### config.mk
export PLATFORM = sky130hd
export DESIGN_NAME = v2s_norm_cell
export DESIGN_NICKNAME = d
export VERILOG_FILES = /design/src/hw/rtl/v2s_pkg.sv /design/src/hw/rtl/v2s_norm_cell.sv
export SDC_FILE = /design/constraint.sdc
export NUM_CORES = 1
export LEC_CHECK = 0
export BUFFER_PORTS_ARGS = -buffer_cell sky130_fd_sc_hd__buf_2
export CORE_MARGIN = 3
export CORE_UTILIZATION = 48
export CTS_BUF_LIST = sky130_fd_sc_hd__clkbuf_4 sky130_fd_sc_hd__clkbuf_8
export CTS_CLUSTER_SIZE = 16
export DETAILED_ROUTE_END_ITERATION = 16
export PLACE_DENSITY = 0.78
export SLEW_MARGIN = 25
export SYNTH_ARGS = -nofsm -noshare
export SYNTH_HDL_FRONTEND = slang
export SYNTH_SLANG_ARGS = --single-unit
export TNS_END_PERCENT = 10
### constraint.sdc
create_clock -name clk -period 1.6 [get_ports clk]
set_clock_uncertainty 0.1 [all_clocks]
set_input_delay 0.32 -clock clk [delete_from_list [all_inputs] [get_ports clk]]
set_output_delay 0.32 -clock clk [all_outputs]
set_load 0.02 [all_outputs]
### src/hw/rtl/v2s_pkg.sv
`default_nettype none
package v2s_pkg;

	// field widths
	localparam int VW    = 20;             // velocity word
	localparam int STW   = 19;             // steering angle
	localparam int RADW  = 31;             // turn radius
	localparam int ZW    = 20;             // CORDIC angle accumulator
	localparam int DVW   = 36;             // divider dividend |vx| << 16
	localparam int SQW   = 64;             // root operand
	localparam int ROOTW = 32;
	localparam int REMW  = 34;
	localparam int NW    = 41;             // normalized atan operands
	localparam int CXW   = 44;             // CORDIC x/y
	localparam int DW    = 35;             // 2*X - T

	localparam int DIV_STEPS    = 36;
	localparam int SQRT_STEPS   = 32;
	localparam int NORM_STEPS   = 6;
	localparam int CORDIC_STEPS = 17;

	localparam int IN_TDATA_W  = 64;
	localparam int OUT_TDATA_W = 96;
	localparam int OUT_TUSER_W = 4;
	localparam int CFGW        = 20;
	localparam int CFG_AW      = 3;

	localparam bit SIDE_SLIP_DEFAULT = 1'b1;

	// register indexes
	localparam logic [CFG_AW-1:0] REG_ZERO_BAND    = 3'd0;
	localparam logic [CFG_AW-1:0] REG_TRACK_WIDTH  = 3'd1;
	localparam logic [CFG_AW-1:0] REG_AXLE_SPACING = 3'd2;
	localparam logic [CFG_AW-1:0] REG_MIN_RADIUS   = 3'd3;
	localparam logic [CFG_AW-1:0] REG_MAX_SPEED    = 3'd4;
	localparam logic [CFG_AW-1:0] REG_MAX_YAW      = 3'd5;
	localparam logic [CFG_AW-1:0] REG_MAX_CRAB     = 3'd6;
	localparam logic [CFG_AW-1:0] REG_MAX_ACK      = 3'd7;

	localparam logic [16:0] RST_ZERO_BAND = 17'd66;
	localparam logic [19:0] RST_TRACK     = 20'd26214;
	localparam logic [19:0] RST_AXLE      = 20'd32768;
	localparam logic [19:0] RST_MIN_RAD   = 20'd32768;
	localparam logic [19:0] RST_MAX_SPEED = 20'd98304;
	localparam logic [19:0] RST_MAX_YAW   = 20'd65536;
	localparam logic [17:0] RST_MAX_CRAB  = 18'd45747;
	localparam logic [17:0] RST_MAX_ACK   = 18'd45747;

	// motion mode codes
	localparam logic [1:0] MODE_ACK  = 2'd0;
	localparam logic [1:0] MODE_SLIP = 2'd1;
	localparam logic [1:0] MODE_PAR  = 2'd2;
	localparam logic [1:0] MODE_SPIN = 2'd3;

	typedef enum logic [2:0] {
		K_STOP,
		K_SLIP,
		K_CRAB_Y,
		K_PAR,
		K_STRAIGHT,
		K_CURVE
	} kind_t;

	typedef struct packed {
		kind_t                  kind;
		logic signed [VW-1:0]   vx;
		logic signed [VW-1:0]   vy;
		logic signed [VW-1:0]   wz;
		logic [RADW-1:0]        radius;
		logic [VW-1:0]          speed;
		logic                   bad;
		logic                   azero;
	} ctx_t;

	function automatic logic signed [ZW-1:0] atan_step(input int i);
		logic signed [ZW-1:0] r;
		case (i)
			0:  r = ZW'(51472);
			1:  r = ZW'(30385);
			2:  r = ZW'(16055);
			3:  r = ZW'(8150);
			4:  r = ZW'(4091);
			5:  r = ZW'(2047);
			6:  r = ZW'(1024);
			7:  r = ZW'(512);
			8:  r = ZW'(256);
			9:  r = ZW'(128);
			10: r = ZW'(64);
			11: r = ZW'(32);
			12: r = ZW'(16);
			13: r = ZW'(8);
			14: r = ZW'(4);
			15: r = ZW'(2);
			16: r = ZW'(1);
			default: r = '0;
		endcase
		return r;
	endfunction

	function automatic logic [VW-1:0] mag(input logic signed [VW-1:0] v);
		return v[VW-1] ? VW'(-v) : VW'(v);
	endfunction

	function automatic logic signed [23:0] clamp_mag(input logic signed [23:0] v,
			input logic [VW-1:0] lim);
		logic signed [23:0] m;
		m = $signed({4'b0, lim});
		if (v > m)
			return m;
		else if (v < -m)
			return -m;
		return v;
	endfunction

	function automatic logic [VW-1:0] sat20(input logic signed [23:0] v);
		if (v > 24'sd524287)
			return 20'h7FFFF;
		else if (v < -24'sd524288)
			return 20'h80000;
		return v[VW-1:0];
	endfunction

endpackage
`default_nettype wire

### src/hw/rtl/v2s_norm_cell.sv
`default_nettype none
module v2s_norm_cell #(
	parameter int SHIFT = 1
) (
	input  wire                        clk,
	input  wire                        en,
	input  wire [v2s_pkg::NW-1:0]      a_i,
	input  wire [v2s_pkg::NW-1:0]      b_i,
	output logic [v2s_pkg::NW-1:0]     a_o,
	output logic [v2s_pkg::NW-1:0]     b_o
);
	import v2s_pkg::*;

	logic [NW-1:0] ab;
	logic          sh;

	// shift both while the pair still fits below the top bit
	assign ab = a_i | b_i;
	assign sh = (ab >> (NW - SHIFT)) == '0;

	always_ff @(posedge clk) begin
		if (en) begin
			a_o <= sh ? (a_i << SHIFT) : a_i;
			b_o <= sh ? (b_i << SHIFT) : b_i;
		end
	end

endmodule
`default_nettype wire

==> flow_summary_export.csv <==
group,metric,value,unit
yosys,synth_xor_area_frac,0,
floorplan,die_w,91.3,um
placed_design,placed_cell_area,0.00442,mm^2
yosys,synth.avg_cell_area,19.9,um^2
clock_tree,postCtsSetupRepairBufs,0,
clock_tree,cts_tree,"yes",
detailed_routing,drc,0,
timing,finalCritPeriodShare,0.843,
floorplan,row_count,30,
yosys,yosys.area_share.simple,0.00681,
detailed_routing,drt-initial-drc-count,122,
layout,fin_area,0.00466,mm^2
clock_tree,cts_resized,0,
layout,mostFrequentLayoutCells,"164 x buf_2, 82 x edfxtp_1, 71 x mux2_2",
yosys,muxShareOfSynthArea,0.252,
floorplan,die_area,0.00833,mm^2
power,swShare,0.242,
yosys,synth_compound_area_frac,0.00359,
hold_path,whs_path_depth,2,
detailed_routing,drtPass1Iterations,4,
yosys,synth_seq_cells,82,
critical_path,critPathMaxStageDelay,410,ps
yosys,synth_area_leaders,"edfxtp_1 71%, mux2_2 23%, clkbuf_8 2.4%",
critical_path,critical_path_depth,1,
yosys,synth_fa_ha_area_frac,0,
clock_tree,clock-sinks,82,
yosys,synth_top_family_by_area,"multiplexers",
power,power,0.00526,W
layout,diodes,0,
power,powerDensity,1130,mW/mm^2
detailed_routing,wl_per_cell,16.3,um
critical_path,cp-start-kind,"register",
global_route,grt_pass1_vias,2213,
critical_path,arrival,930,ps
global_route,grt_max_degree,41,
yosys,synth_top_area_share,0.706,
power,ir_drop,551,uV
timing,maxSlewHeadroom,0.846,
critical_path,criticalPathCategory,"reg2out",
timing,hold-worst-slack,176,ps
clock_tree,clk_pin_slew,80,ps
yosys,syn_inst,175,
layout,syn_to_final_growth,33.6,%
floorplan,die_h,91.3,um
power,power_frac_seq,0.502,
yosys,syn-num-nets,259,
detailed_routing,ant_nets,0,
layout,fillers,523,
placed_design,dp_hpwl,5500,um
floorplan,core_area,0.00691,mm^2
yosys,synth.largest_area_cell,"edfxtp_1",
yosys,yosys.cell_types.count,10,
clock_tree,cts_buffers,9,
floorplan,start_util,0.505,
clock_tree,cts_htree_levels,3,
placed_design,gp_congestion,0.792,
critical_path,endpoint_kind,"output port",
timing,drv_slew,0,
critical_path,worst-path-max-fanout,1,
global_route,overflow,0,
hold_path,hp-class,"in2reg",
critical_path,critical_path_buf_inv_count,1,
power,combPwrFrac,0.162,
flow_run,cap_violations,0,
yosys,ys_seq_area_frac,0.706,
global_route,grt_usage,0.178,
timing,fin_crit,1350,ps
timing,worst_pin_slew,231,ps
timing,hold_viol,0,
global_route,grt_pass1_wl,11300,um
clock_tree,cts_hold_buf,0,
layout,final-seq-area,0.00246,mm^2
yosys,syn-cell-area,0.00349,mm^2
placed_design,port_buffers,165,
critical_path,critPathTopFamily,"flip-flops",
detailed_routing,vias,2198,
power,p_int,0.00399,W
power,power_leakage,1.93,nW
clock_tree,cts-root-buf,"clkbuf_8",
critical_path,required,1180,ps
detailed_routing,post_drt_via_cell_ratio,4.90,
power,p_switching,0.00127,W
yosys,ys_warn_count,0,
critical_path,worstPathCellList,"buf_2",
timing,fmax,741,MHz
layout,layout_commonest_cell,"buf_2",
global_route,antenna_found_initial,0,
timing,rsz0062_at_grt,"false",
timing,setup_viol,0,
status,outcome,"finished clean",
detailed_routing,wl,7330,um
layout,num-nets-final,432,
clock_tree,clockBufferDepth,2,
layout,final_layout_size_suffix_gt1_frac,0.728,
floorplan,io_pins,166,
layout,multi_input_area,915,um^2
critical_path,cpMaxStageDelayCell,"edfxtp_1",
power,clkPwrFrac,0.336,
==> cell type report <==
cell class                 instances  area share
clock buffer                       9      0.0266
clock inverter                     7      0.0250
inverter                           2     0.00161
multi-input combinational         83       0.196
sequential                        82       0.528
tap                               96      0.0258
timing repair buffer             170       0.197
==> worst paths after layout <==
kind,slack [ps],to,startpoint
setup / recovery,250,a_o[5],a_o[5]$_DFFE_PP_
hold / removal,180,a_o[30]$_DFFE_PP_,a_i[30]
==> flip-flops by register name, summed over array words and instances (netlist names) <==
register  count
a_o          41
b_o          41
==> metrics by stage <==
step	TNS [ps]	worst slack, ps	util	cells
after floorplan	0	180	-	175
after global placement	0	18.9	0.640	433
after detailed placement	-179	-17.6	0.640	433
after CTS	0	230	0.675	449
after global routing	0	209	0.675	449
final	0	251	0.675	449
==> metal layers <==
metal | global-route usage | routed length (um) | vias up
met5 | 0 | 0 | -
met4 | 0.0540 | 58 | 0
met3 | 0.0704 | 672 | 4
met2 | 0.299 | 3750 | 116
met1 | 0.210 | 2840 | 1042
li1 | - | - | 1036
==> cells in the mapped netlist <==
cell and instances:
o21ai_0 1, nor2b_1 2, a21o_1 1, buf_6 2
nor2_4 1, mux2_1 7, inv_1 2, edfxtp_1 82
clkbuf_8 6, mux2_2 71
==> cells by family (layout without fill, tap and decap cells) <==
logic type / Yosys count / in the layout
flops: 82 / 82
compound gates: 2 / 2
buf+inv: 10 / 188
mux: 78 / 78
simple gates: 3 / 3
==> power groups by stage <==
stage / Clock (W) / Combinational (W) / Sequential, W
final: 0.00177 / 0.000850 / 0.00264
after global routing: 0.00189 / 0.000907 / 0.00266
after CTS: 0.00181 / 0.000861 / 0.00264
after detailed placement: 0 / 0.000859 / 0.00269
after global placement: 0 / 0.000842 / 0.00268
after floorplan: 0 / 0.000215 / 0.00295
Note: power is estimated with default switching activity, not from simulation.
