`config.mk`:
```
export PLATFORM = sky130hd
export DESIGN_NAME = v2s_div_cell
export DESIGN_NICKNAME = d
export VERILOG_FILES = /design/src/hw/rtl/v2s_pkg.sv /design/src/hw/rtl/v2s_div_cell.sv
export SDC_FILE = /design/constraint.sdc
export NUM_CORES = 1
export LEC_CHECK = 0
export BUFFER_PORTS_ARGS = -buffer_cell sky130_fd_sc_hd__buf_2
export CAP_MARGIN = 25
export CORE_MARGIN = 2
export CORE_UTILIZATION = 48
export CTS_CLUSTER_DIAMETER = 80
export DETAILED_ROUTE_END_ITERATION = 10
export PLACE_DENSITY_LB_ADDON = 0.05
export SLEW_MARGIN = 0
export SYNTH_ARGS = -nofsm -noshare
export SYNTH_HDL_FRONTEND = slang
export SYNTH_SLANG_ARGS = --single-unit
```
`constraint.sdc`:
```
create_clock -name clk -period 3.2 [get_ports clk]
set_input_delay 0.64 -clock clk [delete_from_list [all_inputs] [get_ports clk]]
set_output_delay 0.64 -clock clk [all_outputs]
set_load 0.05 [all_outputs]
```
`src/hw/rtl/v2s_pkg.sv`:
```
`default_nettype none
package v2s_pkg;

	// field widths
	localparam int VW    = 20;             // velocity word
	localparam int STW   = 19;             // steering angle
	localparam int RADW  = 31;             // turn radius
	localparam int ZW    = 20;             // CORDIC angle accumulator
	localparam int DVW   = 36;             // divider dividend |vx| << 16
	localparam int SQW   = 64;             // root operand
	localparam int ROOTW = 32;
	localparam int REMW  = 34;
	localparam int NW    = 41;             // normalized atan operands
	localparam int CXW   = 44;             // CORDIC x/y
	localparam int DW    = 35;             // 2*X - T

	localparam int DIV_STEPS    = 36;
	localparam int SQRT_STEPS   = 32;
	localparam int NORM_STEPS   = 6;
	localparam int CORDIC_STEPS = 17;

	localparam int IN_TDATA_W  = 64;
	localparam int OUT_TDATA_W = 96;
	localparam int OUT_TUSER_W = 4;
	localparam int CFGW        = 20;
	localparam int CFG_AW      = 3;

	localparam bit SIDE_SLIP_DEFAULT = 1'b1;

	// register indexes
	localparam logic [CFG_AW-1:0] REG_ZERO_BAND    = 3'd0;
	localparam logic [CFG_AW-1:0] REG_TRACK_WIDTH  = 3'd1;
	localparam logic [CFG_AW-1:0] REG_AXLE_SPACING = 3'd2;
	localparam logic [CFG_AW-1:0] REG_MIN_RADIUS   = 3'd3;
	localparam logic [CFG_AW-1:0] REG_MAX_SPEED    = 3'd4;
	localparam logic [CFG_AW-1:0] REG_MAX_YAW      = 3'd5;
	localparam logic [CFG_AW-1:0] REG_MAX_CRAB     = 3'd6;
	localparam logic [CFG_AW-1:0] REG_MAX_ACK      = 3'd7;

	localparam logic [16:0] RST_ZERO_BAND = 17'd66;
	localparam logic [19:0] RST_TRACK     = 20'd26214;
	localparam logic [19:0] RST_AXLE      = 20'd32768;
	localparam logic [19:0] RST_MIN_RAD   = 20'd32768;
	localparam logic [19:0] RST_MAX_SPEED = 20'd98304;
	localparam logic [19:0] RST_MAX_YAW   = 20'd65536;
	localparam logic [17:0] RST_MAX_CRAB  = 18'd45747;
	localparam logic [17:0] RST_MAX_ACK   = 18'd45747;

	// motion mode codes
	localparam logic [1:0] MODE_ACK  = 2'd0;
	localparam logic [1:0] MODE_SLIP = 2'd1;
	localparam logic [1:0] MODE_PAR  = 2'd2;
	localparam logic [1:0] MODE_SPIN = 2'd3;

	typedef enum logic [2:0] {
		K_STOP,
		K_SLIP,
		K_CRAB_Y,
		K_PAR,
		K_STRAIGHT,
		K_CURVE
	} kind_t;

	typedef struct packed {
		kind_t                  kind;
		logic signed [VW-1:0]   vx;
		logic signed [VW-1:0]   vy;
		logic signed [VW-1:0]   wz;
		logic [RADW-1:0]        radius;
		logic [VW-1:0]          speed;
		logic                   bad;
		logic                   azero;
	} ctx_t;

	function automatic logic signed [ZW-1:0] atan_step(input int i);
		logic signed [ZW-1:0] r;
		case (i)
			0:  r = ZW'(51472);
			1:  r = ZW'(30385);
			2:  r = ZW'(16055);
			3:  r = ZW'(8150);
			4:  r = ZW'(4091);
			5:  r = ZW'(2047);
			6:  r = ZW'(1024);
			7:  r = ZW'(512);
			8:  r = ZW'(256);
			9:  r = ZW'(128);
			10: r = ZW'(64);
			11: r = ZW'(32);
			12: r = ZW'(16);
			13: r = ZW'(8);
			14: r = ZW'(4);
			15: r = ZW'(2);
			16: r = ZW'(1);
			default: r = '0;
		endcase
		return r;
	endfunction

	function automatic logic [VW-1:0] mag(input logic signed [VW-1:0] v);
		return v[VW-1] ? VW'(-v) : VW'(v);
	endfunction

	function automatic logic signed [23:0] clamp_mag(input logic signed [23:0] v,
			input logic [VW-1:0] lim);
		logic signed [23:0] m;
		m = $signed({4'b0, lim});
		if (v > m)
			return m;
		else if (v < -m)
			return -m;
		return v;
	endfunction

	function automatic logic [VW-1:0] sat20(input logic signed [23:0] v);
		if (v > 24'sd524287)
			return 20'h7FFFF;
		else if (v < -24'sd524288)
			return 20'h80000;
		return v[VW-1:0];
	endfunction

endpackage
`default_nettype wire

```
`src/hw/rtl/v2s_div_cell.sv`:
```
`default_nettype none
module v2s_div_cell (
	input  wire                        clk,
	input  wire                        en,
	input  wire [v2s_pkg::DVW-1:0]     dvd_i,
	input  wire [v2s_pkg::VW-1:0]      rem_i,
	input  wire [v2s_pkg::VW-1:0]      dsr_i,
	output logic [v2s_pkg::DVW-1:0]    dvd_o,
	output logic [v2s_pkg::VW-1:0]     rem_o,
	output logic [v2s_pkg::VW-1:0]     dsr_o
);
	import v2s_pkg::*;

	logic [VW:0] rem_sh;
	logic [VW:0] rem_sub;
	logic        ge;

	// one restoring step: quotient bit enters at the bottom of the dividend
	assign rem_sh  = {rem_i, dvd_i[DVW-1]};
	assign ge      = rem_sh >= {1'b0, dsr_i};
	assign rem_sub = rem_sh - {1'b0, dsr_i};

	always_ff @(posedge clk) begin
		if (en) begin
			dvd_o <= {dvd_i[DVW-2:0], ge};
			rem_o <= ge ? rem_sub[VW-1:0] : rem_sh[VW-1:0];
			dsr_o <= dsr_i;
		end
	end

endmodule
`default_nettype wire

```
==> flow_summary.yaml, run 1 <==
finish:
  n_antenna_cell: 0
  layout_common_cells: "152 x buf_2, 76 x edfxtp_1, 32 x nand2_1, 25 x o21ai_0, 23 x inv_1"
  n_fill_cell: 591
  design_area_um2: 4700
  final_nets: 539
  regArea_um2: 2280
  syn2layout_area_growth_pct: 30.0
  drive_above_1_share_pct: 39.9
  multiInputGateArea_um2: 1210
  final_common_cell: "buf_2"
timing:
  timing.final.crit_period_ns: 2.59
  finalCritPeriodShare_pct: 81.1
  tns_ns: 0
  hold_viol: 0
  timing.fmax_mhz: 385
  tightest_slew_ns: 0.937
  slew-limit-headroom_pct: 37.5
  setup_violations: 0
  finalMaxSlewViolations: 0
  rsz0062_at_grt: "false"
  fin_hold_ws_ns: 0.467
  fin_ws_ns: 0.605
logic_synthesis:
  async_reset_ff_share_pct: 0
  synthDistinctLibCells: 40
  synthesis.nets: 381
  yosysSeqAreaShare_pct: 63.2
  syn_avg_cell_area_um2: 12.8
  yosys_register_bits: 76
  synth_warnings: 0
  ys.flop_type: "edfxtp_1"
  syn_inst: 282
  synth_area_um2: 3610
  synth-edff-count: 76
grt:
  grt_pass1_wl_mm: 12.3
  grt_max_degree: 77
  grt_use_total_pct: 18.9
  grt.overflow.total: 0
  grt_pass1_vias: 2692
  antenna_found_initial: 0
worst_setup_path:
  startpoint: "rem_i[3]"
  crit_path_top_delay_cell: "a311o_1"
  cp.arrival_ns: 2.69
  cp.depth: 9
  critPathLaunchType: "input pin"
  crit_end: "rem_o[7]"
  critPathCaptureType: "flip-flop"
  cp_cell_sequence: "buf_2, ha_1, a21o_1, a31oi_1, nand2_1, a311o_1, a21oi_4, inv_2, mux2_4"
  criticalPathCategory: "input pin to flip-flop"
  critPathBufInv: 2
  cp_max_fo: 6
  required_ns: 3.29
  max_stage_delay_ns: 0.39
  crit_family: "compound AO/OA/AOI/OAI gates"
pwr:
  p_leak_nw: 2.11
  ir_worst_vdd_v: 0.000276
  p_per_area_nw_per_um2: 598
  power_w: 0.00281
detailed_routing:
  drc: 0
  wl_met1_mm: 3.25
  routed_wl_mm: 7.58
  drtIter0Drc: 119
  routed-wl-met2_mm: 3.60
  antenna_left: 0
  dr.max_layer_used: "met4"
  vias: 2752
  viasPerCell: 5.07
  dr.pass1.iters: 4
  wl_met3_um: 607
  routedWlPerCell_um: 14.0
floorplanning:
  start_util_pct: 49.8
  rows: 31
  design.core.area_um2: 7250
  die_w_um: 90.8
  die_h_um: 90.8
  io-pin-count: 154
  die_area_um2: 8240
place:
  portBuffers: 153
  gp_congestion: 0.792
  place_area_um2: 4490
  pre_cts_ws_ns: 0.247
  place_hpwl_mm: 5.65
clocking:
  postCtsSetupBuffers: 0
  clockRootBuffer: "clkbuf_8"
  cts_resized: 0
  cts_hold_buf: 0
  cts_buffer_depth: 2
  cts_tree: "yes"
  clkTransAtPathRegs_ns: 0.08
  htreeDepth: 3
  cts_sinks: 76
  numCtsBuffers: 9
run_status:
  status: "finished, final reports clean"
job:
  drv_cap: 0
worst_hold_path:
  hold_path.class: "input pin to flip-flop"
metrics by stage:
step,cells,util [%]
after floorplan,282,-
after global placement,528,61.8
after detailed placement,528,61.8
after CTS,543,64.8
after global routing,543,64.8
final,543,64.8
logic make-up (layout without fill, tap and decap cells):
logic type / after synthesis / after routing / synth area share (%)
DFF: 76 / 76 / 63.2
and+or+nand+nor: 57 / 57 / 7.00
xor gates and xnor gates: 17 / 17 / 4.12
muxes: 6 / 6 / 2.11
adders and majority gates: 21 / 21 / 7.48
buffers and inverters: 32 / 194 / 3.43
AOI/OAI and AO/OA: 73 / 73 / 12.7
registers in the layout, indices dropped and copies added, names as in the netlist:
name	cells
rem_o	20
dvd_o	36
dsr_o	20
cell type report:
cell class	instances	share of cell area [%]
well taps	99	2.64
flip-flops and latches	76	48.6
clock buffers	9	2.64
inverters	24	1.92
clock inverters	6	1.86
repair buffers	155	16.7
multi-input cells	174	25.7
report_power, final:
part | internal [W] | total [W] | leakage, nW | switching (W)
logic | 0.000219 | 0.000785 | 1.25 | 0.000566
clock network | 0.000436 | 0.000788 | 0.109 | 0.000352
registers | 0.00121 | 0.00123 | 0.743 | 0.0000203
total | 0.00187 | 0.00281 | 2.11 | 0.000939
synth_stat cells (2+ instances only):
cell type	number	area share, %
edfxtp_1	76	63
nand2_1	32	3.3
o21ai_0	25	3.5
inv_1	23	2.4
ha_1	20	6.9
a21oi_1	17	2.4
nor2_1	10	1.0
xnor2_1	10	2.4
a21o_1	7	1.5
xor2_1	7	1.7
clkbuf_1	5	0.52
nand4_1	5	0.87
o21a_1	4	0.83
a211oi_1	3	0.62
buf_2	3	0.42
mux2_4	3	1.2
a31oi_1	2	0.35
mux2i_1	2	0.55
nand2b_1	2	0.35
nor2b_1	2	0.35
nor3_1	2	0.28
o2111ai_1	2	0.49
o211ai_1	2	0.42
o21bai_1	2	0.42
per-layer routing:
layer / track usage, % / vias up
met3: 4.92 / 12
li1: - / 1350
met4: 8.08 / 0
met2: 30.8 / 126
met1: 23.8 / 1264
met5: 0 / -
how the worst min path moves through the flow:
stage / from / to / slack [ns] / cells past startpoint
after CTS: dvd_i[4] / dvd_o[5] / 0.45 / 1
after global routing: dvd_i[18] / dvd_o[19] / 0.45 / 1
after global placement: dvd_i[10] / dvd_o[11] / 0.82 / 1
after detailed placement: dvd_i[6] / dvd_o[7] / 0.82 / 1
final: dvd_i[34] / dvd_o[35] / 0.47 / 1
after floorplan: dsr_i[0] / dsr_o[0] / 0.74 / 0
Power figures use the tool's default switching activity.
==> run 2: changes to the inputs <==
Settings changed: ABC_AREA set to 1, CORE_UTILIZATION 48 to 49.
Clock period 3.2 ns to 2.4 ns, I/O delays scaled along.
==> run 2 against run 1 <==
  * Largest power group unchanged
  * Critical path type unchanged
  * Global-route usage grew 2.2 points
  * Hold slack lost 0.16 ns
  * Synthesized cell count grew 45%
  * Highest routed layer unchanged
  * Non-clock buffer count grew 3
  * Die area grew 6.0%
  * Combinational power grew 39%
  * Count of clock-buffer cells in the layout grew 1
  * Cell count grew 26%
  * First-iteration DRC count shrank 13%
  * Critical endpoint is now rem_o[16]
==> flow_summary.yaml, run 2 <==
job:
  drv_cap: 0
floorplanning:
  rows: 32
  io-pin-count: 154
  die_area_um2: 8730
  die_w_um: 93.4
  design.core.area_um2: 7730
  die_h_um: 93.4
  start_util_pct: 50.7
logic_synthesis:
  yosys-top-cells-count: "143 x nand2_1, 76 x edfxtp_1, 67 x inv_1"
  synthesis.nets: 509
  ys.flop_type: "edfxtp_1"
  syn_inst: 410
  yosysSeqAreaShare_pct: 58.3
  yosysTopAreaCell: "edfxtp_1"
  synth_warnings: 0
  synthDistinctLibCells: 25
  synth_top_area_share_pct: 58.3
  yosys_register_bits: 76
  synth.most_common_cell: "nand2_1"
  synth_area_um2: 3920
  async_reset_ff_share_pct: 0
  synth-edff-count: 76
  synthTopCellsByArea: "edfxtp_1 58%, nand2_1 14%, inv_1 6.4%, ha_1 6.4%, nand3_1 3.3%"
  syn_avg_cell_area_um2: 9.55
worst_setup_path:
  cp_max_fo: 3
  crit_end: "rem_o[16]"
  max_stage_delay_ns: 0.42
  cp.depth: 14
  critPathLaunchType: "input pin"
  crit_family: "simple AND/OR/NAND/NOR gates"
  crit_top_cell: "nand2_1"
  cp_cell_sequence: "buf_2, inv_1, ha_1, fa_1, inv_1, nand3_1, nand3_1, nand2_1, nand2_1, nand2_1, nand2_1, nand2_1, nand3_1, nand2_1"
  cp.arrival_ns: 2.12
  crit_path_top_delay_cell: "fa_1"
  critPathCaptureType: "flip-flop"
  critPathBufInv: 3
  startpoint: "dvd_i[35]"
  required_ns: 2.51
  criticalPathCategory: "input pin to flip-flop"
pwr:
  switching_power_w: 0.00133
  sw_frac_of_total_pct: 36.9
  ir_worst_vdd_v: 0.000298
  p_int_w: 0.00228
  p_leak_nw: 2.54
  p_per_area_nw_per_um2: 721
  p_seq_share_pct: 45.5
  p_clk_share_pct: 24.3
  combPwrFrac_pct: 30.2
grt:
  grt_pass1_vias: 3025
  grt_max_degree: 49
  grt_pass1_wl_mm: 14.1
  use_met2_pct: 35.5
  use_met3_pct: 4.67
  grt_busiest_layer: "met2"
  grt_use_met1_pct: 27.0
  grt_use_total_pct: 21.1
  grt.overflow.total: 0
  antenna_found_initial: 0
detailed_routing:
  routedWlPerCell_um: 13.3
  routed_wl_mm: 9.07
  drtIter0Drc: 103
  drc: 0
  dr.pass1.iters: 4
  antenna_left: 0
  viasPerCell: 4.66
  vias: 3180
finish:
  fin_util_pct: 64.9
  final_nets: 675
  regArea_um2: 2280
  multiInputGateArea_um2: 1350
  regMostFlops: "dvd_o"
  layout_common_cells: "152 x buf_2, 143 x nand2_1, 76 x edfxtp_1, 67 x inv_1"
  reg_top3: "dvd_o (36), dsr_o (20), rem_o (20)"
  largest_register_ffs: 36
  n_fill_cell: 673
  drive_above_1_share_pct: 31.8
  syn2layout_area_growth_pct: 27.9
  final_common_cell: "buf_2"
  n_antenna_cell: 0
timing:
  fin_hold_ws_ns: 0.302
  rsz0062_at_grt: "false"
  tns_ns: 0
  setup_violations: 0
  hold_viol: 0
  finalMaxSlewViolations: 0
  slew-limit-headroom_pct: 74.6
  tightest_slew_ns: 0.382
  finalCritPeriodShare_pct: 83.8
  timing.final.crit_period_ns: 2.01
  timing.fmax_mhz: 497
  fin_ws_ns: 0.388
clocking:
  cts_sinks: 76
  cts_hold_buf: 0
  cts_resized: 0
  postCtsSetupBuffers: 0
  htreeDepth: 3
  clkTransAtPathRegs_ns: 0.08
  cts_tree: "yes"
  clockRootBuffer: "clkbuf_8"
  numCtsBuffers: 9
  cts_buffer_depth: 2
place:
  pre_cts_ws_ns: 0.0165
  place_hpwl_mm: 7.31
  portBuffers: 153
  gp_congestion: 0.926
worst_hold_path:
  hold_path.class: "input pin to flip-flop"
run_status:
  status: "finished, final reports clean"
run 2: cell types whose count changed after synthesis, sizes merged, moves of 4 or more:
cell / change
nand2: +118
inv: +44
nand3: +27
o21ai: -23
nor2: +17
xnor2: -9
a21o: -7
clkbuf: -5
nand3b: +5
a21oi: -4
mux2: -4
nand4: -4
run 2: logic make-up after synthesis:
family,Yosys count,synth area share [%]
AOI/OAI and AO/OA,20,2.84
buffers and inverters,71,7.19
adders and majority gates,21,6.90
and+or+nand+nor,213,22.8
xor gates and xnor gates,9,2.01
DFF,76,58.3
run 2: power by group through the flow:
stage / logic [W] / registers (W) / clock network [W]
finish: 0.00109 / 0.00164 / 0.000879
global route: 0.00118 / 0.00166 / 0.000953
CTS: 0.00110 / 0.00164 / 0.000906
detailed placement: 0.00110 / 0.00167 / 0
global placement: 0.00109 / 0.00167 / 0
floorplan: 0.000331 / 0.00214 / 0
run 2: cell type report:
class                   count  area share (%)
multi-input cells         263            27.0
flip-flops and latches     76            45.5
clock inverters             6           0.949
repair buffers            158            16.3
clock buffers              10            2.55
well taps                 102            2.55
inverters                  68            5.09
run 2: per-layer routing:
metal,vias up,wire length (µm)
met2,123,4330
li1,1656,-
met5,-,0
met3,10,714
met4,0,127
met1,1391,3900
run 2: metrics by stage:
stage | instance area [µm²] | instances | total power, W
after floorplan | 3920 | 410 | 0.00247
after CTS | 5010 | 683 | 0.00365
after global placement | 4840 | 667 | 0.00276
after detailed placement | 4840 | 667 | 0.00277
after global routing | 5010 | 683 | 0.00379
final | 5010 | 683 | 0.00361
run 2: worst min-delay path by stage:
stage / startpoint / end / slack (ns) / depth (start not counted)
detailed placement: dvd_i[5] / dvd_o[6] / 0.66 / 1
CTS: dvd_i[6] / dvd_o[7] / 0.29 / 1
finish: dvd_i[6] / dvd_o[7] / 0.30 / 1
global placement: dvd_i[0] / dvd_o[1] / 0.66 / 1
global route: dvd_i[29] / dvd_o[30] / 0.29 / 1
floorplan: dsr_i[0] / dsr_o[0] / 0.58 / 0
