`config.mk`:
```
export PLATFORM = sky130hd
export DESIGN_NAME = v2s_sqrt_cell
export DESIGN_NICKNAME = d
export VERILOG_FILES = /design/src/hw/rtl/v2s_pkg.sv /design/src/hw/rtl/v2s_sqrt_cell.sv
export SDC_FILE = /design/constraint.sdc
export NUM_CORES = 1
export LEC_CHECK = 0
export BUFFER_PORTS_ARGS = -buffer_cell sky130_fd_sc_hd__buf_2
export CORE_MARGIN = 10
export CORE_UTILIZATION = 45
export CTS_BUF_LIST = sky130_fd_sc_hd__clkbuf_2
export DETAILED_ROUTE_END_ITERATION = 10
export HOLD_SLACK_MARGIN = 0.08
export PLACE_DENSITY = 0.81
export SYNTH_ARGS = -nofsm -noshare
export SYNTH_HDL_FRONTEND = slang
export SYNTH_SLANG_ARGS = --single-unit
```
`constraint.sdc`:
```
create_clock -name clk -period 2.35 [get_ports clk]
set_clock_uncertainty 0.2 [all_clocks]
set_input_delay 0.1175 -clock clk [delete_from_list [all_inputs] [get_ports clk]]
set_output_delay 0.1175 -clock clk [all_outputs]
set_load 0.005 [all_outputs]
```
`src/hw/rtl/v2s_pkg.sv`:
```
`default_nettype none
package v2s_pkg;

	// field widths
	localparam int VW    = 20;             // velocity word
	localparam int STW   = 19;             // steering angle
	localparam int RADW  = 31;             // turn radius
	localparam int ZW    = 20;             // CORDIC angle accumulator
	localparam int DVW   = 36;             // divider dividend |vx| << 16
	localparam int SQW   = 64;             // root operand
	localparam int ROOTW = 32;
	localparam int REMW  = 34;
	localparam int NW    = 41;             // normalized atan operands
	localparam int CXW   = 44;             // CORDIC x/y
	localparam int DW    = 35;             // 2*X - T

	localparam int DIV_STEPS    = 36;
	localparam int SQRT_STEPS   = 32;
	localparam int NORM_STEPS   = 6;
	localparam int CORDIC_STEPS = 17;

	localparam int IN_TDATA_W  = 64;
	localparam int OUT_TDATA_W = 96;
	localparam int OUT_TUSER_W = 4;
	localparam int CFGW        = 20;
	localparam int CFG_AW      = 3;

	localparam bit SIDE_SLIP_DEFAULT = 1'b1;

	// register indexes
	localparam logic [CFG_AW-1:0] REG_ZERO_BAND    = 3'd0;
	localparam logic [CFG_AW-1:0] REG_TRACK_WIDTH  = 3'd1;
	localparam logic [CFG_AW-1:0] REG_AXLE_SPACING = 3'd2;
	localparam logic [CFG_AW-1:0] REG_MIN_RADIUS   = 3'd3;
	localparam logic [CFG_AW-1:0] REG_MAX_SPEED    = 3'd4;
	localparam logic [CFG_AW-1:0] REG_MAX_YAW      = 3'd5;
	localparam logic [CFG_AW-1:0] REG_MAX_CRAB     = 3'd6;
	localparam logic [CFG_AW-1:0] REG_MAX_ACK      = 3'd7;

	localparam logic [16:0] RST_ZERO_BAND = 17'd66;
	localparam logic [19:0] RST_TRACK     = 20'd26214;
	localparam logic [19:0] RST_AXLE      = 20'd32768;
	localparam logic [19:0] RST_MIN_RAD   = 20'd32768;
	localparam logic [19:0] RST_MAX_SPEED = 20'd98304;
	localparam logic [19:0] RST_MAX_YAW   = 20'd65536;
	localparam logic [17:0] RST_MAX_CRAB  = 18'd45747;
	localparam logic [17:0] RST_MAX_ACK   = 18'd45747;

	// motion mode codes
	localparam logic [1:0] MODE_ACK  = 2'd0;
	localparam logic [1:0] MODE_SLIP = 2'd1;
	localparam logic [1:0] MODE_PAR  = 2'd2;
	localparam logic [1:0] MODE_SPIN = 2'd3;

	typedef enum logic [2:0] {
		K_STOP,
		K_SLIP,
		K_CRAB_Y,
		K_PAR,
		K_STRAIGHT,
		K_CURVE
	} kind_t;

	typedef struct packed {
		kind_t                  kind;
		logic signed [VW-1:0]   vx;
		logic signed [VW-1:0]   vy;
		logic signed [VW-1:0]   wz;
		logic [RADW-1:0]        radius;
		logic [VW-1:0]          speed;
		logic                   bad;
		logic                   azero;
	} ctx_t;

	function automatic logic signed [ZW-1:0] atan_step(input int i);
		logic signed [ZW-1:0] r;
		case (i)
			0:  r = ZW'(51472);
			1:  r = ZW'(30385);
			2:  r = ZW'(16055);
			3:  r = ZW'(8150);
			4:  r = ZW'(4091);
			5:  r = ZW'(2047);
			6:  r = ZW'(1024);
			7:  r = ZW'(512);
			8:  r = ZW'(256);
			9:  r = ZW'(128);
			10: r = ZW'(64);
			11: r = ZW'(32);
			12: r = ZW'(16);
			13: r = ZW'(8);
			14: r = ZW'(4);
			15: r = ZW'(2);
			16: r = ZW'(1);
			default: r = '0;
		endcase
		return r;
	endfunction

	function automatic logic [VW-1:0] mag(input logic signed [VW-1:0] v);
		return v[VW-1] ? VW'(-v) : VW'(v);
	endfunction

	function automatic logic signed [23:0] clamp_mag(input logic signed [23:0] v,
			input logic [VW-1:0] lim);
		logic signed [23:0] m;
		m = $signed({4'b0, lim});
		if (v > m)
			return m;
		else if (v < -m)
			return -m;
		return v;
	endfunction

	function automatic logic [VW-1:0] sat20(input logic signed [23:0] v);
		if (v > 24'sd524287)
			return 20'h7FFFF;
		else if (v < -24'sd524288)
			return 20'h80000;
		return v[VW-1:0];
	endfunction

endpackage
`default_nettype wire

```
`src/hw/rtl/v2s_sqrt_cell.sv`:
```
`default_nettype none
module v2s_sqrt_cell (
	input  wire                          clk,
	input  wire                          en,
	input  wire [v2s_pkg::SQW-1:0]       n_i,
	input  wire [v2s_pkg::REMW-1:0]      rem_i,
	input  wire [v2s_pkg::ROOTW-1:0]     root_i,
	output logic [v2s_pkg::SQW-1:0]      n_o,
	output logic [v2s_pkg::REMW-1:0]     rem_o,
	output logic [v2s_pkg::ROOTW-1:0]    root_o
);
	import v2s_pkg::*;

	logic [REMW+1:0] rem_sh;
	logic [REMW+1:0] trial;
	logic            ge;

	// one root digit per cell, two operand bits taken from the top
	assign rem_sh = {rem_i, n_i[SQW-1:SQW-2]};
	assign trial  = {2'b0, root_i, 2'b01};
	assign ge     = rem_sh >= trial;

	always_ff @(posedge clk) begin
		if (en) begin
			n_o    <= {n_i[SQW-3:0], 2'b00};
			rem_o  <= ge ? REMW'(rem_sh - trial) : REMW'(rem_sh);
			root_o <= {root_i[ROOTW-2:0], ge};
		end
	end

endmodule
`default_nettype wire

```
==> flow_summary.toml, run 1 <==
[status]
status = "finished with violations"
failed_checks = "hold timing, setup timing"

[critical_path]
critPathKind = "in -> reg"
cp_data_required_time_ps = 2660
endpoint_kind = "flip-flop"
crit_path_max_fanout = 24
cp-start-kind = "input port"
critical_path_arrival_ps = 2890

[synth]
synth.distinct_cells = 62
postSynthCellCount = 507
synth_seq_cells = 128
synthTopCellsByCount = "128 x edfxtp_1, 58 x nand2_1, 42 x inv_1, 41 x o21ai_0, 34 x ha_1"
synth.largest_area_cell = "edfxtp_1"
syn_area_sq_mm = 0.00631
ys_warn_count = 0
syn_avg_cell_area_sq_um = 12.5
yosysMostFrequentCell = "edfxtp_1"
synth.area.top_cells = "edfxtp_1 61%, ha_1 6.7%, nand2_1 3.4%"
synth_top_area_share_pct = 60.9
ys_seq_area_share_pct = 60.9
synth-edff-count = 128
yosys_most_used_dff = "edfxtp_1"
synthArstFlopShare_pct = 0

[global_routing]
grt_overflow = 0
grt_pass1_vias = 7001
grt_first_pass_wirelength_mm = 41.1
antenna_found_initial = 7
grt_max_degree = 48
grt_usage_pct = 27.3

[sta]
setup_viol = 6
slew_headroom_pct = 66.0
fin_crit_sh_pct = 110
slew_viol_final = 0
fin_ws_ps = -232
tightest_slew_ps = 510
min_period_ps = 2580
fmax_mhz = 387
hold-worst-slack_ps = -672
hold_viol_final = 35

[finish]
fin_nets = 1224
nFillCells = 703
area_delta_synth_final_pct = 74.1
fin_cells = 1259
drive_above_1_share_pct = 40.7

[pwr]
ir_worst_vdd_mv = 0.293
p_per_area_mw_per_mm2 = 573
leakagePower_nw = 4.94

[placement]
dp.cells = 1022
portBuffers = 259
dp_slack_ps = -472
place.gp.congestion = 0.884
dp_hpwl_mm = 15.5

[cts]
tritoncts = "built"
h-tree-depth = 4
cts_buffers = 17
clkSinkCount = 128
clkTransAtPathRegs_ps = 230
cts_root_buf = "clkbuf_2"
cts_buffer_depth = 2

[floorplanning]
start_util_pct = 45.7
die_area_sq_mm = 0.0192
die_w_microns = 138
core_area_sq_mm = 0.0138
core.rowCount = 43
dieHeight_microns = 138
io_pins = 262

[drt]
drt_iter0_markers = 717
vias = 6867
avgViaCountPerCell = 5.45
final_antenna_net_count = 0
wl_per_cell_microns = 23.1
drt_wl_total_mm = 29.1
first_pass_iters = 6
drc = 0

[job]
cap_viol_max_count = 0

[min_path]
hold_path.class = "in -> reg"
power breakdown:
| group | internal, W | total (W) | switching, W |
|---|---|---|---|
| combinational | 0.000921 | 0.00181 | 0.000888 |
| clock | 0.000622 | 0.00162 | 0.000995 |
| sequential | 0.00279 | 0.00288 | 0.0000857 |
cell usage in the layout, fill, tap and decap left out, drive strengths merged, types with 8 or more instances in the layout:
cell,count
a21o,20
a21oi,28
buf,351
clkbuf,19
clkinv,8
diode,8
dlygate4sd3,194
edfxtp,128
ha,34
inv,46
nand2,58
nor2,18
nor3,10
o21ai,46
xnor2,14
xor2,13
per-layer routing:
layer  vias up  share of wire [%]  GRT usage (%)
met3       108                9.7           8.66
met2       540                 51           47.8
met5         -                  0              0
met4         0                4.2           10.8
li1       2982                  -              -
met1      3237                 35           30.2
worst max-delay path, stage by stage:
cell and delay [ps]:
buf_2 80, dlygate4sd3_1 580, inv_1 130, ha_4 330, nand3_1 110, o31a_1 350, o221ai_2 210, a211oi_2 80
o21a_4 280, buf_12 170, nand2_1 230, o21ai_0 200
metrics by stage:
| step | TNS (ps) | instance area (sq um) | power (W) | utilization [%] |
|---|---|---|---|---|
| after floorplan | -192 | 6450 | 0.00352 | - |
| after global placement | -11980 | 8620 | 0.00423 | 62.4 |
| after detailed placement | -13550 | 8620 | 0.00427 | 62.4 |
| after CTS | 0 | 10800 | 0.00604 | 78.2 |
| after global routing | -437 | 11000 | 0.00655 | 79.5 |
| final | -427 | 11000 | 0.00630 | 79.5 |
sequential cells by signal, indices dropped and copies added, names as in the netlist:
register,cells
root_o,32
n_o,62
rem_o,34
logic make-up (layout without fill, tap and decap cells):
family | Yosys count | count (layout) | synth area share, %
muxes | 5 | 5 | 0.872
DFF | 128 | 128 | 60.9
adders and majority gates | 34 | 34 | 6.74
other | 1 | 10 | 0.0594
AOI/OAI and AO/OA | 133 | 133 | 14.8
and+or+nand+nor | 120 | 120 | 8.88
buffers and inverters | 59 | 622 | 4.08
xor gates and xnor gates | 27 | 27 | 3.74
cell type report:
cell class / instances / area, sq um / area share, %
Antenna cell: 8 / 20.0 / 0.182
Clock buffer: 18 / 90.1 / 0.819
Clock inverter: 14 / 183 / 1.66
Inverter: 43 / 191 / 1.74
Multi-Input combinational cell: 321 / 2410 / 21.9
Sequential cell: 128 / 3840 / 35.0
Tap cell: 180 / 225 / 2.05
Timing Repair Buffer: 547 / 4030 / 36.7
repair_timing:
action	CTS	global route
resized for setup	0	21
setup endpoints to repair	0	32
endpoints found under the hold margin	256	38
setup buffers	0	1
hold buffers	192	4
final timing paths:
check             startpoint    endpoint  slack, ps  cells after the start
setup / recovery  root_i[20]   rem_o[17]       -230                     12
hold / removal    root_i[10]  root_o[11]       -670                      1
(Power assumes the default switching activity.)
==> run 2: changes to the inputs <==
--- a/config.mk
+++ b/config.mk
@@ -7,11 +7,11 @@
 export LEC_CHECK = 0
 export BUFFER_PORTS_ARGS = -buffer_cell sky130_fd_sc_hd__buf_2
 export CORE_MARGIN = 10
-export CORE_UTILIZATION = 45
+export CORE_UTILIZATION = 50
 export CTS_BUF_LIST = sky130_fd_sc_hd__clkbuf_2
 export DETAILED_ROUTE_END_ITERATION = 10
 export HOLD_SLACK_MARGIN = 0.08
-export PLACE_DENSITY = 0.81
+export PLACE_DENSITY = 0.85
 export SYNTH_ARGS = -nofsm -noshare
 export SYNTH_HDL_FRONTEND = slang
 export SYNTH_SLANG_ARGS = --single-unit
==> constraint.sdc (replaced) <==
create_clock -name clk -period 2.5 [get_ports clk]
set_clock_uncertainty 0.2 [all_clocks]
set_input_delay 0.125 -clock clk [delete_from_list [all_inputs] [get_ports clk]]
set_output_delay 0.125 -clock clk [all_outputs]
set_load 0.005 [all_outputs]
==> run 2 against run 1 <==
Net effect:
- the run now fails in clock tree synthesis
- synthesized cell count is the same
- synthesized area stayed put
==> flow_summary.toml, run 2 <==
[synth]
synthTopCellsByCount = "128 x edfxtp_1, 58 x nand2_1, 42 x inv_1, 41 x o21ai_0, 34 x ha_1"
ys_seq_area_share_pct = 60.9
synth-edff-count = 128
synth.area.top_cells = "edfxtp_1 61%, ha_1 6.7%, nand2_1 3.4%"
synth.largest_area_cell = "edfxtp_1"
synthArstFlopShare_pct = 0
synth_seq_cells = 128
syn_area_sq_mm = 0.00631
syn_avg_cell_area_sq_um = 12.5
ys_warn_count = 0
yosys_most_used_dff = "edfxtp_1"
yosysMostFrequentCell = "edfxtp_1"
postSynthCellCount = 507
synth_top_area_share_pct = 60.9
synth.distinct_cells = 62

[floorplanning]
core.rowCount = 40
io_pins = 262
die_w_microns = 132
dieHeight_microns = 132
start_util_pct = 51.7

[cts]
hold_buffers = 208
h-tree-depth = 4
cts_resized = 0
cts_root_buf = "clkbuf_2"
clkSinkCount = 128
cts_setup_buffers = 0
cts_buffer_depth = 2
cts_buffers = 17

[status]
status = "did not finish"
stop_stage = "clock tree synthesis"
tool.error = "[ERROR RSZ-0060] Max buffer count reached."

[placement]
dp_hpwl_mm = 16.0
portBuffers = 259
dp.cells = 1003
place.gp.congestion = 0.902
==> run 2: cell families after synthesis <==
kind of cell	count (synthesis)	synth area share, %
mux	5	0.872
xor+xnor	27	3.74
flops	128	60.9
buf+inv	59	4.08
simple gates	120	8.88
other cells	1	0.0594
fa+ha+maj	34	6.74
compound gates	133	14.8
==> run 2: per-stage QoR <==
stage	instance area, sq um	worst slack [ps]	hold WS [ps]	setup TNS, ps
after global placement	8410	-349	102	-8850
after detailed placement	8410	-375	103	-9620
after floorplan	6330	-44.9	23.9	-44.9
==> run 3: changes to the inputs <==
--- a/config.mk
+++ b/config.mk
@@ -7,11 +7,9 @@
 export LEC_CHECK = 0
 export BUFFER_PORTS_ARGS = -buffer_cell sky130_fd_sc_hd__buf_2
 export CORE_MARGIN = 10
-export CORE_UTILIZATION = 50
-export CTS_BUF_LIST = sky130_fd_sc_hd__clkbuf_2
+export CORE_UTILIZATION = 37
 export DETAILED_ROUTE_END_ITERATION = 10
-export HOLD_SLACK_MARGIN = 0.08
-export PLACE_DENSITY = 0.85
+export PLACE_DENSITY_LB_ADDON = 0.15
 export SYNTH_ARGS = -nofsm -noshare
 export SYNTH_HDL_FRONTEND = slang
 export SYNTH_SLANG_ARGS = --single-unit
==> run 3 against run 2 <==
Net effect:
- the flow now finishes without violations
==> flow_summary.toml, run 3 (synthesis gave the netlist of run 1 again) <==
[min_path]
hold_start = "rem_i[3]"
min_to = "rem_o[5]"
hold_path.class = "in -> reg"
hold_depth = 4

[pwr]
pwr-share-clk_pct = 37.2
ir_worst_vdd_mv = 0.470
switching_share_pct = 27.0
pwr-share-seq_pct = 41.0
p_per_area_mw_per_mm2 = 625
power_switching_w = 0.00177
comb_power_share_pct = 21.8
cellInternalPower_w = 0.00478
leakagePower_nw = 4.74

[cts]
cts_setup_buffers = 0
clkTransAtPathRegs_ps = 60
h-tree-depth = 4
tritoncts = "built"
cts_buffer_depth = 2
cts_buffers = 17
cts_root_buf = "clkbuf_16"
clkSinkCount = 128

[critical_path]
cp-start-kind = "input port"
cp_data_required_time_ps = 2470
cp_cell_sequence = "buf_2, ha_1, a21o_1, a31o_1, a211oi_4, o211ai_2, a21bo_2, mux2i_1, o221ai_1, mux2_4"
critical_path_arrival_ps = 2320
slowest_stage = "ha_1"
slowest_delay_ps = 350
critPathKind = "in -> reg"
endpoint_kind = "flip-flop"
crit_path_max_fanout = 4

[global_routing]
grt_first_pass_wirelength_mm = 31.5
antenna_found_initial = 4
grt_overflow = 0
grt_usage_pct = 17.7
grt_pass1_vias = 6144
grt_max_degree = 53

[finish]
top_register = "n_o"
drive_above_1_share_pct = 40.9
largest_reg_flops = 62
reg_top3 = "n_o x62, rem_o x34, root_o x32"
fin_nets = 1160
layout_commonest_cell = "buf_2"
area_delta_synth_final_pct = 66.0
mostFrequentLayoutCells = "258 x buf_2, 129 x dlygate4sd3_1, 128 x edfxtp_1"

[job]
cap_viol_max_count = 0

[drt]
drt_wl_total_mm = 20.9
drc = 0
vias = 5766
first_pass_iters = 4
drt_iter0_markers = 217
final_antenna_net_count = 0
wl_per_cell_microns = 17.0
avgViaCountPerCell = 4.69

[floorplanning]
dieHeight_microns = 151
io_pins = 262
start_util_pct = 37.9
core_area_sq_mm = 0.0166
die_w_microns = 151
core.rowCount = 47
die_area_sq_mm = 0.0227

[sta]
fmax_mhz = 425
setup_viol = 0
finalSetupTns_ps = 0
slew_viol_final = 0
min_period_ps = 2350
hold_viol_final = 0
fin_crit_sh_pct = 94.1
fin_ws_ps = 147

[placement]
place.gp.congestion = 0.896
dp_hpwl_mm = 15.5
portBuffers = 259
dp_slack_ps = -336

[status]
status = "finished clean"
-- run 3: layout make-up --
type,count,area [sq um]
well taps,220,275
flip-flops and latches,128,3840
fillers,1340,6160
inverters,43,163
clock inverters,15,154
diodes,2,5.00
clock buffers,17,425
repair buffers,483,3360
multi-input cells,321,2250
-- run 3: how the worst max path moves through the flow --
stage | startpoint | depth (start not counted) | slack (ps) | to
after floorplan | root_i[7] | 12 | -40 | rem_o[27]
after global placement | root_i[12] | 11 | -350 | rem_o[33]
after detailed placement | root_i[12] | 12 | -340 | rem_o[2]
after CTS | root_i[12] | 11 | 120 | rem_o[33]
after global routing | root_i[1] | 12 | -20 | rem_o[27]
final | rem_i[9] | 10 | 150 | rem_o[27]
-- run 3: layer usage --
metal  vias to the layer above  share of wire [%]  global-route usage (%)  routed length, microns
met4                         4                2.0                    6.83                     416
met1                      2677                 40                    19.7                    8420
met2                       209                 49                    30.5                   10200
met3                        26                9.1                    6.42                    1910
met5                         -               0.12                       0                      26
li1                       2850                  -                       -                       -
-- run 3: repair_timing --
| action | CTS | global route |
|---|---|---|
| hold buffers | 129 | 0 |
| endpoints found under the hold margin | 163 | 0 |
| endpoints found under the setup margin | 0 | 33 |
| gates resized for setup | 0 | 4 |
-- run 3: worst max-delay path: cells and delay by family --
kind,cells,cell delay (ps)
AO/OA/AOI/OAI,6,1310
adder cells (fa/ha/maj),1,350
buffers and inverters,1,100
multiplexers,2,430
-- run 3: power groups by stage --
stage               Combinational [W]  Sequential [W]  Clock (W)
finish                        0.00143         0.00268    0.00244
global route                  0.00158         0.00271    0.00257
CTS                           0.00143         0.00268    0.00249
detailed placement            0.00126         0.00272          0
global placement              0.00125         0.00273          0
floorplan                    0.000527         0.00276          0
-- run 3: stage by stage --
| stage | hold WS, ps | utilization, % | cell area (sq um) | instances | total power [W] |
|---|---|---|---|---|---|
| floorplan | 23.9 | - | 6330 | 508 | 0.00329 |
| global placement | 102 | 51.4 | 8560 | 1065 | 0.00397 |
| detailed placement | 103 | 51.4 | 8560 | 1065 | 0.00399 |
| CTS | 78.0 | 62.7 | 10400 | 1226 | 0.00660 |
| global route | 107 | 63.0 | 10500 | 1229 | 0.00686 |
| finish | 98.6 | 63.0 | 10500 | 1229 | 0.00655 |
==> run 4: changes to the inputs <==
--- a/config.mk
+++ b/config.mk
@@ -5,6 +5,7 @@
 export SDC_FILE = /design/constraint.sdc
 export NUM_CORES = 1
 export LEC_CHECK = 0
+export ABC_AREA = 1
 export BUFFER_PORTS_ARGS = -buffer_cell sky130_fd_sc_hd__buf_2
 export CORE_MARGIN = 10
 export CORE_UTILIZATION = 37
==> run 4 against run 3 <==
Net effect:
- cell area increased by 3.1%
- first-iteration DRC count increased by 70%
- count of clock-buffer cells in the layout unchanged
- critical path type unchanged
- largest power group unchanged
- sequential cell count unchanged
- via count increased by 11%
==> flow_summary.toml, run 4 <==
[global_routing]
grt_pass1_vias = 6759
grt_first_pass_wirelength_mm = 35.7
grt_overflow = 0
grt_usage_pct = 18.5
antenna_found_initial = 0
grt_max_degree = 57

[synth]
syn_avg_cell_area_sq_um = 8.90
ys_seq_area_share_pct = 55.7
ys_warn_count = 0
synthTopCellsByCount = "288 x nand2_1, 139 x inv_1, 128 x edfxtp_1, 49 x nor2_1, 38 x nand3_1"
yosysMostFrequentCell = "nand2_1"
synth_seq_cells = 128
synth.area.top_cells = "edfxtp_1 56%, nand2_1 16%, inv_1 7.6%"
yosys_most_used_dff = "edfxtp_1"
synthArstFlopShare_pct = 0
synth.largest_area_cell = "edfxtp_1"
synth-edff-count = 128
synth.distinct_cells = 25
postSynthCellCount = 775
syn_area_sq_mm = 0.00690
synth_top_area_share_pct = 55.7

[status]
status = "finished clean"

[drt]
drt_iter0_markers = 369
vias = 6428
first_pass_iters = 5
wl_per_cell_microns = 16.1
drt_wl_total_mm = 23.1
drc = 0
avgViaCountPerCell = 4.49
final_antenna_net_count = 0

[finish]
fin_nets = 1356
mostFrequentLayoutCells = "276 x nand2_1, 258 x buf_2, 139 x inv_1"
nFillCells = 1582
top_register = "n_o"
fin_cells = 1431
fin_util_pct = 59.6
drive_above_1_share_pct = 30.1
layout_commonest_cell = "nand2_1"
area_delta_synth_final_pct = 56.7
antenna-diode-count = 0
largest_reg_flops = 62
reg_top3 = "n_o x62, rem_o x34, root_o x32"

[placement]
dp_hpwl_mm = 17.4
dp.cells = 1273
portBuffers = 259
place.gp.congestion = 0.956

[floorplanning]
die_w_microns = 157
core_area_sq_mm = 0.0181
start_util_pct = 38.0
die_area_sq_mm = 0.0245
core.rowCount = 49
io_pins = 262
dieHeight_microns = 157

[critical_path]
crit_path_max_fanout = 4
cp_num_buf_inv = 4
cp_cell_sequence = "dlygate4sd3_1, buf_2, inv_1, ha_2, nand2_1, inv_1, a21oi_1, nand2_1, nand2_1, nand2_2, nand3_1, nand3_1, nand3_1, nand2_1"
critPathTopFamily = "simple AND/OR/NAND/NOR gates"
endpoint_kind = "flip-flop"
slowest_stage = "dlygate4sd3_1"
critPathKind = "in -> reg"
cp_data_required_time_ps = 2480
critical_path_arrival_ps = 2340
cp_common_cell = "nand2_1"
cp-start-kind = "input port"
slowest_delay_ps = 530

[pwr]
leakagePower_nw = 5.26
ir_worst_vdd_mv = 0.462
p_per_area_mw_per_mm2 = 611
finalPower_w = 0.00660

[cts]
tritoncts = "built"
h-tree-depth = 4
cts_buffers = 17
clkTransAtPathRegs_ps = 70
cts_buffer_depth = 2
clkSinkCount = 128
cts_root_buf = "clkbuf_16"

[min_path]
hold_path.class = "in -> reg"

[sta]
min_period_ps = 2360
setup_viol = 0
hold_viol_final = 0
fin_crit_sh_pct = 94.5
hold-worst-slack_ps = 49.7
fmax_mhz = 423
slew_viol_final = 0

[job]
cap_viol_max_count = 0
run 4: final timing paths:
| path | start | to | slack (ps) | depth (start not counted) |
|---|---|---|---|---|
| max | root_i[3] | rem_o[31] | 140 | 14 |
| min | n_i[63] | rem_o[1] | 50 | 4 |
run 4: worst min-delay path, stage by stage:
cell	delay (ps)
buf_2	90
inv_1	50
buf_4	140
o21ai_0	160
run 4: report_power, final:
group / total [W] / internal, W / leakage [nW] / switching [W]
clock: 0.00249 / 0.00148 / 0.280 / 0.00101
sequential: 0.00267 / 0.00262 / 1.25 / 0.0000493
combinational: 0.00144 / 0.000671 / 3.73 / 0.000774
total: 0.00660 / 0.00477 / 5.26 / 0.00183
run 4: cell type report:
type	instances	area, sq um	share of cell area, %
Timing Repair Buffer	403	2760	25.6
Sequential cell	128	3840	35.6
Clock buffer	17	425	3.94
Inverter	140	528	4.88
Tap cell	229	287	2.65
Clock inverter	14	159	1.47
Multi-Input combinational cell	500	2810	25.9
run 4: cell families (layout without fill, tap and decap cells):
family | count (synthesis) | after routing | share of synthesized area [%]
adders and majority gates | 34 | 34 | 6.17
DFF | 128 | 128 | 55.7
and+or+nand+nor | 404 | 404 | 23.9
buffers and inverters | 148 | 574 | 8.69
other | 1 | 2 | 0.0544
AOI/OAI and AO/OA | 42 | 42 | 3.21
xor gates and xnor gates | 18 | 18 | 2.29
run 4: per-stage QoR:
step | setup WS (ps) | TNS, ps | cell area, sq um
final | 138 | 0 | 10800
after global routing | -29.9 | -278 | 10800
after CTS | 11.9 | 0 | 10400
after detailed placement | 130 | 0 | 8590
after global placement | 147 | 0 | 8590
after floorplan | 539 | 0 | 6900
run 4: what timing repair did:
item	4_1_cts	5_1_grt
setup endpoints to repair	0	35
gates resized for setup	0	58
endpoints found under the hold margin	150	0
buffers inserted	0	0
hold buffers	127	0
run 4: layer usage:
metal | track usage (%) | routed length (microns) | up-vias
li1 | - | - | 3291
met1 | 20.8 | 9400 | 2890
met2 | 32.3 | 11400 | 223
met3 | 5.95 | 1910 | 24
met4 | 6.47 | 415 | 0
met5 | 0 | 0 | -
